===== config.mk =====
export PLATFORM = sky130hd
export DESIGN_NAME = traceparent_header_parser_unit
export DESIGN_NICKNAME = d
export VERILOG_FILES = /design/src/sv/tpp_pkg.sv /design/src/sv/traceparent_header_parser_unit.sv /design/src/sv/tpp_char_decode.sv /design/src/sv/tpp_accum.sv
export SDC_FILE = /design/constraint.sdc
export NUM_CORES = 1
export LEC_CHECK = 0
export CORE_ASPECT_RATIO = 1.75
export CORE_MARGIN = 2
export CORE_UTILIZATION = 50
export CTS_CLUSTER_SIZE = 30
export DETAILED_ROUTE_END_ITERATION = 8
export DONT_BUFFER_PORTS = 1
export PLACE_DENSITY = 0.67
export SYNTH_ARGS = -nofsm -noshare
export SYNTH_HDL_FRONTEND = slang
export SYNTH_SLANG_ARGS = --single-unit

===== constraint.sdc =====
create_clock -name clk -period 6.2 [get_ports clk]
set_clock_uncertainty 0.15 [all_clocks]
set_input_delay 0.62 -clock clk [delete_from_list [all_inputs] [get_ports clk]]
set_output_delay 0.62 -clock clk [all_outputs]
set_load 0.02 [all_outputs]

===== src/sv/tpp_pkg.sv =====
`timescale 1ns / 1ps

package tpp_pkg;

    // header layout
    localparam logic [5:0] HDR_LEN     = 6'd55;
    localparam logic [5:0] POS_SAT     = 6'd56;
    localparam logic [5:0] DASH_A      = 6'd2;
    localparam logic [5:0] DASH_B      = 6'd35;
    localparam logic [5:0] DASH_C      = 6'd52;
    localparam logic [5:0] TRACE_SPLIT = 6'd19;

    // character codes
    localparam logic [7:0] CHAR_DASH  = 8'h2D;
    localparam logic [7:0] CHAR_ZERO  = 8'h30;
    localparam logic [7:0] CHAR_NINE  = 8'h39;
    localparam logic [7:0] CHAR_LO_A  = 8'h61;
    localparam logic [7:0] CHAR_LO_F  = 8'h66;
    localparam logic [7:0] CHAR_UP_A  = 8'h41;
    localparam logic [7:0] CHAR_UP_F  = 8'h46;

    // status codes
    localparam logic [1:0] STATUS_OK        = 2'd0;
    localparam logic [1:0] STATUS_BAD_LEN   = 2'd1;
    localparam logic [1:0] STATUS_BAD_DASH  = 2'd2;
    localparam logic [1:0] STATUS_BAD_VALUE = 2'd3;

    // decoded character class
    typedef struct packed {
        logic       is_dash;
        logic       is_hex;
        logic       is_zero;
        logic [3:0] nib;
    } char_info_t;

    // one result transaction
    typedef struct packed {
        logic [1:0]  status;
        logic [7:0]  version;
        logic [63:0] trace_id_high;
        logic [63:0] trace_id_low;
        logic [63:0] span_id;
        logic [7:0]  flags;
        logic        sampled;
    } result_t;

endpackage


===== src/sv/traceparent_header_parser_unit.sv =====
`timescale 1ns / 1ps

// Traceparent header parser. Characters of the header value enter one per
// transaction on the char channel, the final one marked by last; one result
// transaction follows each last character, carrying a status (ok, bad length,
// bad dash count, bad field values, in that priority) and, when ok, the
// version, the 128-bit trace id in two halves, the parent id, the flags and
// the sampled bit (all zero on error). The block takes one character every
// cycle while char_stall is low; a character is held in the input register,
// then goes through the per-character update in the parser state, and a last
// character's result is written to the output register, which lets the next
// header's characters keep flowing while a result waits to be taken.
module traceparent_header_parser_unit
(
    input  logic        clk,
    input  logic        rst_n,
    input  logic        char_valid,
    output logic        char_stall,
    input  logic [7:0]  ch,
    input  logic        last,
    output logic        result_valid,
    input  logic        result_stall,
    output logic [1:0]  status,
    output logic [7:0]  version,
    output logic [63:0] trace_id_high,
    output logic [63:0] trace_id_low,
    output logic [63:0] span_id,
    output logic [7:0]  flags,
    output logic        sampled
);

    logic                s_valid_reg;
    logic                s_valid_next;
    logic [7:0]          s_ch_reg;
    logic                s_last_reg;
    logic                o_valid_reg;
    logic                o_valid_next;
    tpp_pkg::result_t    o_result_reg;
    tpp_pkg::char_info_t info;
    tpp_pkg::result_t    result;
    logic                accept;
    logic                s_adv;

    // input stage advances unless it holds a last character facing a full output
    assign s_adv      = s_valid_reg && !(s_last_reg && o_valid_reg && result_stall);
    assign char_stall = s_valid_reg && !s_adv;
    assign accept     = char_valid && !char_stall;

    always_comb
    begin
        priority if (accept)
        begin
            s_valid_next = 1'b1;
        end
        else if (s_adv)
        begin
            s_valid_next = 1'b0;
        end
        else
        begin
            s_valid_next = s_valid_reg;
        end
    end

    // input register control
    always_ff @(posedge clk or negedge rst_n)
    begin
        if (!rst_n)
        begin
            s_valid_reg <= 1'b0;
        end
        else
        begin
            s_valid_reg <= s_valid_next;
        end
    end

    // input register payload
    always_ff @(posedge clk)
    begin
        if (accept)
        begin
            s_ch_reg   <= ch;
            s_last_reg <= last;
        end
    end

    tpp_char_decode u_decode
    (
        .ch   (s_ch_reg),
        .info (info)
    );

    tpp_accum u_accum
    (
        .clk    (clk),
        .rst_n  (rst_n),
        .step   (s_adv),
        .last   (s_last_reg),
        .info   (info),
        .result (result)
    );

    // output register control
    always_comb
    begin
        priority if (s_adv && s_last_reg)
        begin
            o_valid_next = 1'b1;
        end
        else if (!result_stall)
        begin
            o_valid_next = 1'b0;
        end
        else
        begin
            o_valid_next = o_valid_reg;
        end
    end

    always_ff @(posedge clk or negedge rst_n)
    begin
        if (!rst_n)
        begin
            o_valid_reg <= 1'b0;
        end
        else
        begin
            o_valid_reg <= o_valid_next;
        end
    end

    // output register payload
    always_ff @(posedge clk)
    begin
        if (s_adv && s_last_reg)
        begin
            o_result_reg <= result;
        end
    end

    assign result_valid  = o_valid_reg;
    assign status        = o_result_reg.status;
    assign version       = o_result_reg.version;
    assign trace_id_high = o_result_reg.trace_id_high;
    assign trace_id_low  = o_result_reg.trace_id_low;
    assign span_id       = o_result_reg.span_id;
    assign flags         = o_result_reg.flags;
    assign sampled       = o_result_reg.sampled;

endmodule


===== src/sv/tpp_char_decode.sv =====
`timescale 1ns / 1ps

module tpp_char_decode
(
    input  logic [7:0]          ch,
    output tpp_pkg::char_info_t info
);

    logic is_digit;
    logic is_lower;
    logic is_upper;
    logic [7:0] digit_val;
    logic [7:0] lower_val;
    logic [7:0] upper_val;

    // character classes
    assign is_digit = (ch >= tpp_pkg::CHAR_ZERO) && (ch <= tpp_pkg::CHAR_NINE);
    assign is_lower = (ch >= tpp_pkg::CHAR_LO_A) && (ch <= tpp_pkg::CHAR_LO_F);
    assign is_upper = (ch >= tpp_pkg::CHAR_UP_A) && (ch <= tpp_pkg::CHAR_UP_F);

    // nibble values per class
    assign digit_val = ch - tpp_pkg::CHAR_ZERO;
    assign lower_val = ch - tpp_pkg::CHAR_LO_A + 8'd10;
    assign upper_val = ch - tpp_pkg::CHAR_UP_A + 8'd10;

    always_comb
    begin
        info.is_dash = (ch == tpp_pkg::CHAR_DASH);
        info.is_hex  = is_digit || is_lower || is_upper;
        info.is_zero = (ch == tpp_pkg::CHAR_ZERO);
        priority if (is_digit)
        begin
            info.nib = digit_val[3:0];
        end
        else if (is_lower)
        begin
            info.nib = lower_val[3:0];
        end
        else if (is_upper)
        begin
            info.nib = upper_val[3:0];
        end
        else
        begin
            info.nib = 4'd0;
        end
    end

endmodule


===== src/sv/tpp_accum.sv =====
`timescale 1ns / 1ps

module tpp_accum
(
    input  logic                clk,
    input  logic                rst_n,
    input  logic                step,
    input  logic                last,
    input  tpp_pkg::char_info_t info,
    output tpp_pkg::result_t    result
);

    logic [5:0]  position_reg;
    logic [5:0]  position_next;
    logic [1:0]  dash_count_reg;
    logic [1:0]  dash_count_next;
    logic        dash_over_reg;
    logic        dash_over_next;
    logic        layout_ok_reg;
    logic        layout_ok_next;
    logic        trace_nz_reg;
    logic        trace_nz_next;
    logic        parent_nz_reg;
    logic        parent_nz_next;
    logic [7:0]  version_reg;
    logic [7:0]  version_next;
    logic [63:0] trace_hi_reg;
    logic [63:0] trace_hi_next;
    logic [63:0] trace_lo_reg;
    logic [63:0] trace_lo_next;
    logic [63:0] parent_reg;
    logic [63:0] parent_next;
    logic [7:0]  flags_reg;
    logic [7:0]  flags_next;
    logic        in_hdr;
    logic        dash_pos;

    assign in_hdr   = position_reg < tpp_pkg::HDR_LEN;
    assign dash_pos = (position_reg == tpp_pkg::DASH_A) || (position_reg == tpp_pkg::DASH_B)
                   || (position_reg == tpp_pkg::DASH_C);

    // per-character update, status on the last character
    always_comb
    begin
        position_next   = position_reg;
        dash_count_next = dash_count_reg;
        dash_over_next  = dash_over_reg;
        layout_ok_next  = layout_ok_reg;
        trace_nz_next   = trace_nz_reg;
        parent_nz_next  = parent_nz_reg;
        version_next    = version_reg;
        trace_hi_next   = trace_hi_reg;
        trace_lo_next   = trace_lo_reg;
        parent_next     = parent_reg;
        flags_next      = flags_reg;
        result          = '0;

        if (step)
        begin
            // dash counting over the whole header
            if (info.is_dash)
            begin
                if (dash_count_reg == 2'd3)
                begin
                    dash_over_next = 1'b1;
                end
                else
                begin
                    dash_count_next = dash_count_reg + 2'd1;
                end
            end

            // layout check and field shifting inside the header length
            if (in_hdr)
            begin
                if (dash_pos)
                begin
                    if (!info.is_dash)
                    begin
                        layout_ok_next = 1'b0;
                    end
                end
                else if (!info.is_hex)
                begin
                    layout_ok_next = 1'b0;
                end

                priority if (position_reg < tpp_pkg::DASH_A)
                begin
                    version_next = {version_reg[3:0], info.nib};
                end
                else if ((position_reg > tpp_pkg::DASH_A) && (position_reg < tpp_pkg::DASH_B))
                begin
                    if (!info.is_zero)
                    begin
                        trace_nz_next = 1'b1;
                    end
                    if (position_reg < tpp_pkg::TRACE_SPLIT)
                    begin
                        trace_hi_next = {trace_hi_reg[59:0], info.nib};
                    end
                    else
                    begin
                        trace_lo_next = {trace_lo_reg[59:0], info.nib};
                    end
                end
                else if ((position_reg > tpp_pkg::DASH_B) && (position_reg < tpp_pkg::DASH_C))
                begin
                    if (!info.is_zero)
                    begin
                        parent_nz_next = 1'b1;
                    end
                    parent_next = {parent_reg[59:0], info.nib};
                end
                else if (position_reg > tpp_pkg::DASH_C)
                begin
                    flags_next = {flags_reg[3:0], info.nib};
                end
                else
                begin
                    version_next = version_reg;
                end
            end

            // saturating position counter
            if (position_reg >= tpp_pkg::POS_SAT - 6'd1)
            begin
                position_next = tpp_pkg::POS_SAT;
            end
            else
            begin
                position_next = position_reg + 6'd1;
            end

            // final status and return to the idle state
            if (last)
            begin
                priority if (position_next != tpp_pkg::HDR_LEN)
                begin
                    result.status = tpp_pkg::STATUS_BAD_LEN;
                end
                else if ((dash_count_next != 2'd3) || dash_over_next)
                begin
                    result.status = tpp_pkg::STATUS_BAD_DASH;
                end
                else if (!layout_ok_next || !trace_nz_next || !parent_nz_next)
                begin
                    result.status = tpp_pkg::STATUS_BAD_VALUE;
                end
                else
                begin
                    result.status = tpp_pkg::STATUS_OK;
                end

                if (result.status == tpp_pkg::STATUS_OK)
                begin
                    result.version       = version_next;
                    result.trace_id_high = trace_hi_next;
                    result.trace_id_low  = trace_lo_next;
                    result.span_id       = parent_next;
                    result.flags         = flags_next;
                    result.sampled       = flags_next[0];
                end

                position_next   = '0;
                dash_count_next = '0;
                dash_over_next  = 1'b0;
                layout_ok_next  = 1'b1;
                trace_nz_next   = 1'b0;
                parent_nz_next  = 1'b0;
                version_next    = '0;
                trace_hi_next   = '0;
                trace_lo_next   = '0;
                parent_next     = '0;
                flags_next      = '0;
            end
        end
    end

    // parser state
    always_ff @(posedge clk or negedge rst_n)
    begin
        if (!rst_n)
        begin
            position_reg   <= '0;
            dash_count_reg <= '0;
            dash_over_reg  <= 1'b0;
            layout_ok_reg  <= 1'b1;
            trace_nz_reg   <= 1'b0;
            parent_nz_reg  <= 1'b0;
            version_reg    <= '0;
            trace_hi_reg   <= '0;
            trace_lo_reg   <= '0;
            parent_reg     <= '0;
            flags_reg      <= '0;
        end
        else
        begin
            position_reg   <= position_next;
            dash_count_reg <= dash_count_next;
            dash_over_reg  <= dash_over_next;
            layout_ok_reg  <= layout_ok_next;
            trace_nz_reg   <= trace_nz_next;
            parent_nz_reg  <= parent_nz_next;
            version_reg    <= version_next;
            trace_hi_reg   <= trace_hi_next;
            trace_lo_reg   <= trace_lo_next;
            parent_reg     <= parent_next;
            flags_reg      <= flags_next;
        end
    end

endmodule

==> results_dict.tcl <==
set metrics [dict create \
    power_uw 7900 \
    htreeDepth 2 \
    grt_max_degree 223 \
    numPortBuffers 0 \
    synth_seq_area_share 0.607 \
    die_width_um 155 \
    synth_top_area_cell "edfxtp_1" \
    grt_pass1_vias 13556 \
    start_util 0.509 \
    num_io_pins 226 \
    violations "hold timing" \
    row_count 96 \
    setup-violations-final 0 \
    required_ns 6.30 \
    setup.worst_path.class "flip-flop to flip-flop" \
    syn_inst 1953 \
    drc_errors 0 \
    clk_pin_slew_ns 0.06 \
    fin_nets 1903 \
    core_area_um2 39300 \
    vias 14206 \
    synth_ff_type "dfrtp_1" \
    gp_congestion 0.787 \
    finalWirelength_um 48500 \
    die_h_um 268 \
    synth_cell_types 56 \
    period_needed_ns 3.64 \
    ys_top_cells_by_area "edfxtp_1 (33%), dfrtp_1 (28%), nand2_1 (11%)" \
    overflow 0 \
    die-area_um2 41600 \
    cts_tree "built" \
    postRouteAntennaNets 0 \
    dpl.hpwl_um 27100 \
    cp_data_arrival_time_ns 3.74 \
    whs_ns -0.0172 \
    crit_path_end_kind "flip-flop" \
    vdd_drop_max_uv 280 \
    critPathMaxFanout 78 \
    avgSynthCellArea_um2 10.2 \
    power.density_nw_per_um2 363 \
    worst_pin_slew_ns 1.42 \
    insertedDiodeCount 0 \
    grt_pass1_wl_um 77000 \
    clk_path_buf_depth 3 \
    routed_via_density 5.90 \
    antenna_found_initial 0 \
    syn_nets 1971 \
    cp-start-kind "flip-flop" \
    drive_gt1_frac 0.113 \
    routedWlPerCell_um 20.1 \
    async_flop_share 0.503 \
    drv_cap 0 \
    synth_seq_cells 441 \
    synth_edf_count 219 \
    clk_latency_ns 0.55 \
    slew_viol_final 0 \
    yosys_warnings 0 \
    ctsResizeCount 0 \
    post_cts_buffers 0 \
    fmaxAchievable_mhz 275 \
    drtIter0Drc 1262 \
    area_growth_pct 8.94 \
    max-slew-margin-rel 0.0558 \
    cts.sinks 441 \
    syn_area_um2 20000 \
    root_buffer "clkbuf_16" \
    track_usage 0.231 \
    leakagePower_uw 0.00787 \
    numCtsBuffers 42 \
    yosysTopAreaCellShare 0.329 \
    drt_first_pass_iters 6 \
    holdCritPathClass "input pin to async pin" \
    timing.setup.tns_ns 0 \
    finalCritPeriodShare 0.587 \
    outcome "finished with violations" \
    rsz0062_at_grt "false" \
    finalHoldViolations 1 \
]
==> cells in the final DEF (no fill, tap or decap), types with 7 or more instances in the layout <==
cell           Yosys  final
a211oi_1          10     10
a21oi_2          107    107
nand3_1            9      8
nor2_1            31     28
edfxtp_1         219    219
clkinv_2           0      7
buf_4              2     21
o21ai_0          207    207
dfrtp_1          221    221
nor3_1             8      7
clkbuf_1         109      9
a21oi_1          110    110
dlygate4sd3_1      0      9
nand2_1          608    607
o31ai_1            7      7
clkbuf_16          0     45
a21boi_0         186    186
==> per-stage QoR <==
stage | util | setup slack [ns] | instances | cell area, um^2
4_1_cts | 0.554 | 2.51 | 2408 | 21800
5_1_grt | 0.554 | 2.22 | 2408 | 21800
3_5_place_dp | 0.515 | 2.54 | 2321 | 20200
2_1_floorplan | - | 0.945 | 1953 | 20000
6_report | 0.554 | 2.56 | 2408 | 21800
3_3_place_gp | 0.515 | 2.51 | 2321 | 20200
==> final cells by class <==
type	count	area, um^2
Tap cell	490	613
Clock buffer	59	1230
Fill cell	3353	17500
Multi-Input combinational cell	1360	7240
Timing Repair Buffer	33	315
Clock inverter	18	213
Inverter	7	30.0
Sequential cell	441	12100
==> metal layers <==
metal	share of wire	global-route usage	vias up
li1	-	-	6675
met2	0.50	0.385	460
met3	0.059	0.0436	69
met5	0	0	-
met4	0.030	0.0761	0
met1	0.41	0.306	7002
==> logic make-up (layout without fill, tap and decap cells) <==
kind of cell             Yosys count  count (layout)  synth area share
buffers and inverters            152             117            0.0348
adder cells (fa/ha/maj)            5               5           0.00313
AND/OR/NAND/NOR                  689             689             0.137
multiplexers                       2               2           0.00100
XOR/XNOR                           1               1          0.000438
AO/OA/AOI/OAI                    663             663             0.217
flip-flops                       441             441             0.607
==> synthesized netlist by cell type, types with 2 or more instances <==
cell       number
nand2_1       608
dfrtp_1       221
edfxtp_1      219
o21ai_0       207
a21boi_0      186
a21oi_1       110
clkbuf_1      109
a21oi_2       107
nor2_1         31
buf_6          14
a211oi_1       10
buf_1          10
buf_2          10
nand3_1         9
nor3_1          8
inv_1           7
o31ai_1         7
a22o_1          6
a21o_1          5
a31oi_1         5
ha_1            5
nand2b_1        4
or3_1           4
a32o_1          3
and2_1          3
nor4_1          3
a22oi_1         2
and3_1          2
buf_4           2
mux2i_1         2
nand4_1         2
nand4bb_1       2
o21a_1          2
o21ai_1         2
o21bai_1        2
o22a_1          2
or3b_2          2
or4_1           2
==> worst paths after layout <==
path,depth (start not counted),slack (ns),start,end
max,8,2.56,u_accum.position_reg[2],span_id[43]
min,1,-0.02,rst_n,u_accum.parent_reg[41]
max reg2reg,8,2.56,u_accum.position_reg[2],span_id[43]
min reg2reg,2,0.32,u_accum.dash_over_reg,u_accum.dash_over_reg
max in group asynchronous,1,4.92,rst_n,u_accum.trace_lo_reg[59]
min in group clk,1,0.03,char_valid,s_valid_reg
==> critical path: stages (launching register included) <==
cell and delay [ns]:
dfrtp_1 0.53, or3_1 0.48, nand3_2 0.11, buf_4 0.59
nor2_1 0.11, o22a_1 0.27, nand4bb_4 0.17, buf_4 0.73
a21oi_1 0.11
==> power breakdown <==
| part | total, uW | internal [uW] | switching (uW) |
|---|---|---|---|
| clock network | 2690 | 1560 | 1130 |
| logic | 1150 | 406 | 748 |
| registers | 4050 | 3540 | 513 |
| total | 7900 | 5500 | 2390 |
==> what timing repair did <==
action                                 CTS  global route
hold buffers                            10             0
endpoints found under the hold margin  231             0
setup endpoints to repair                0             0
(Power assumes the default switching activity.)
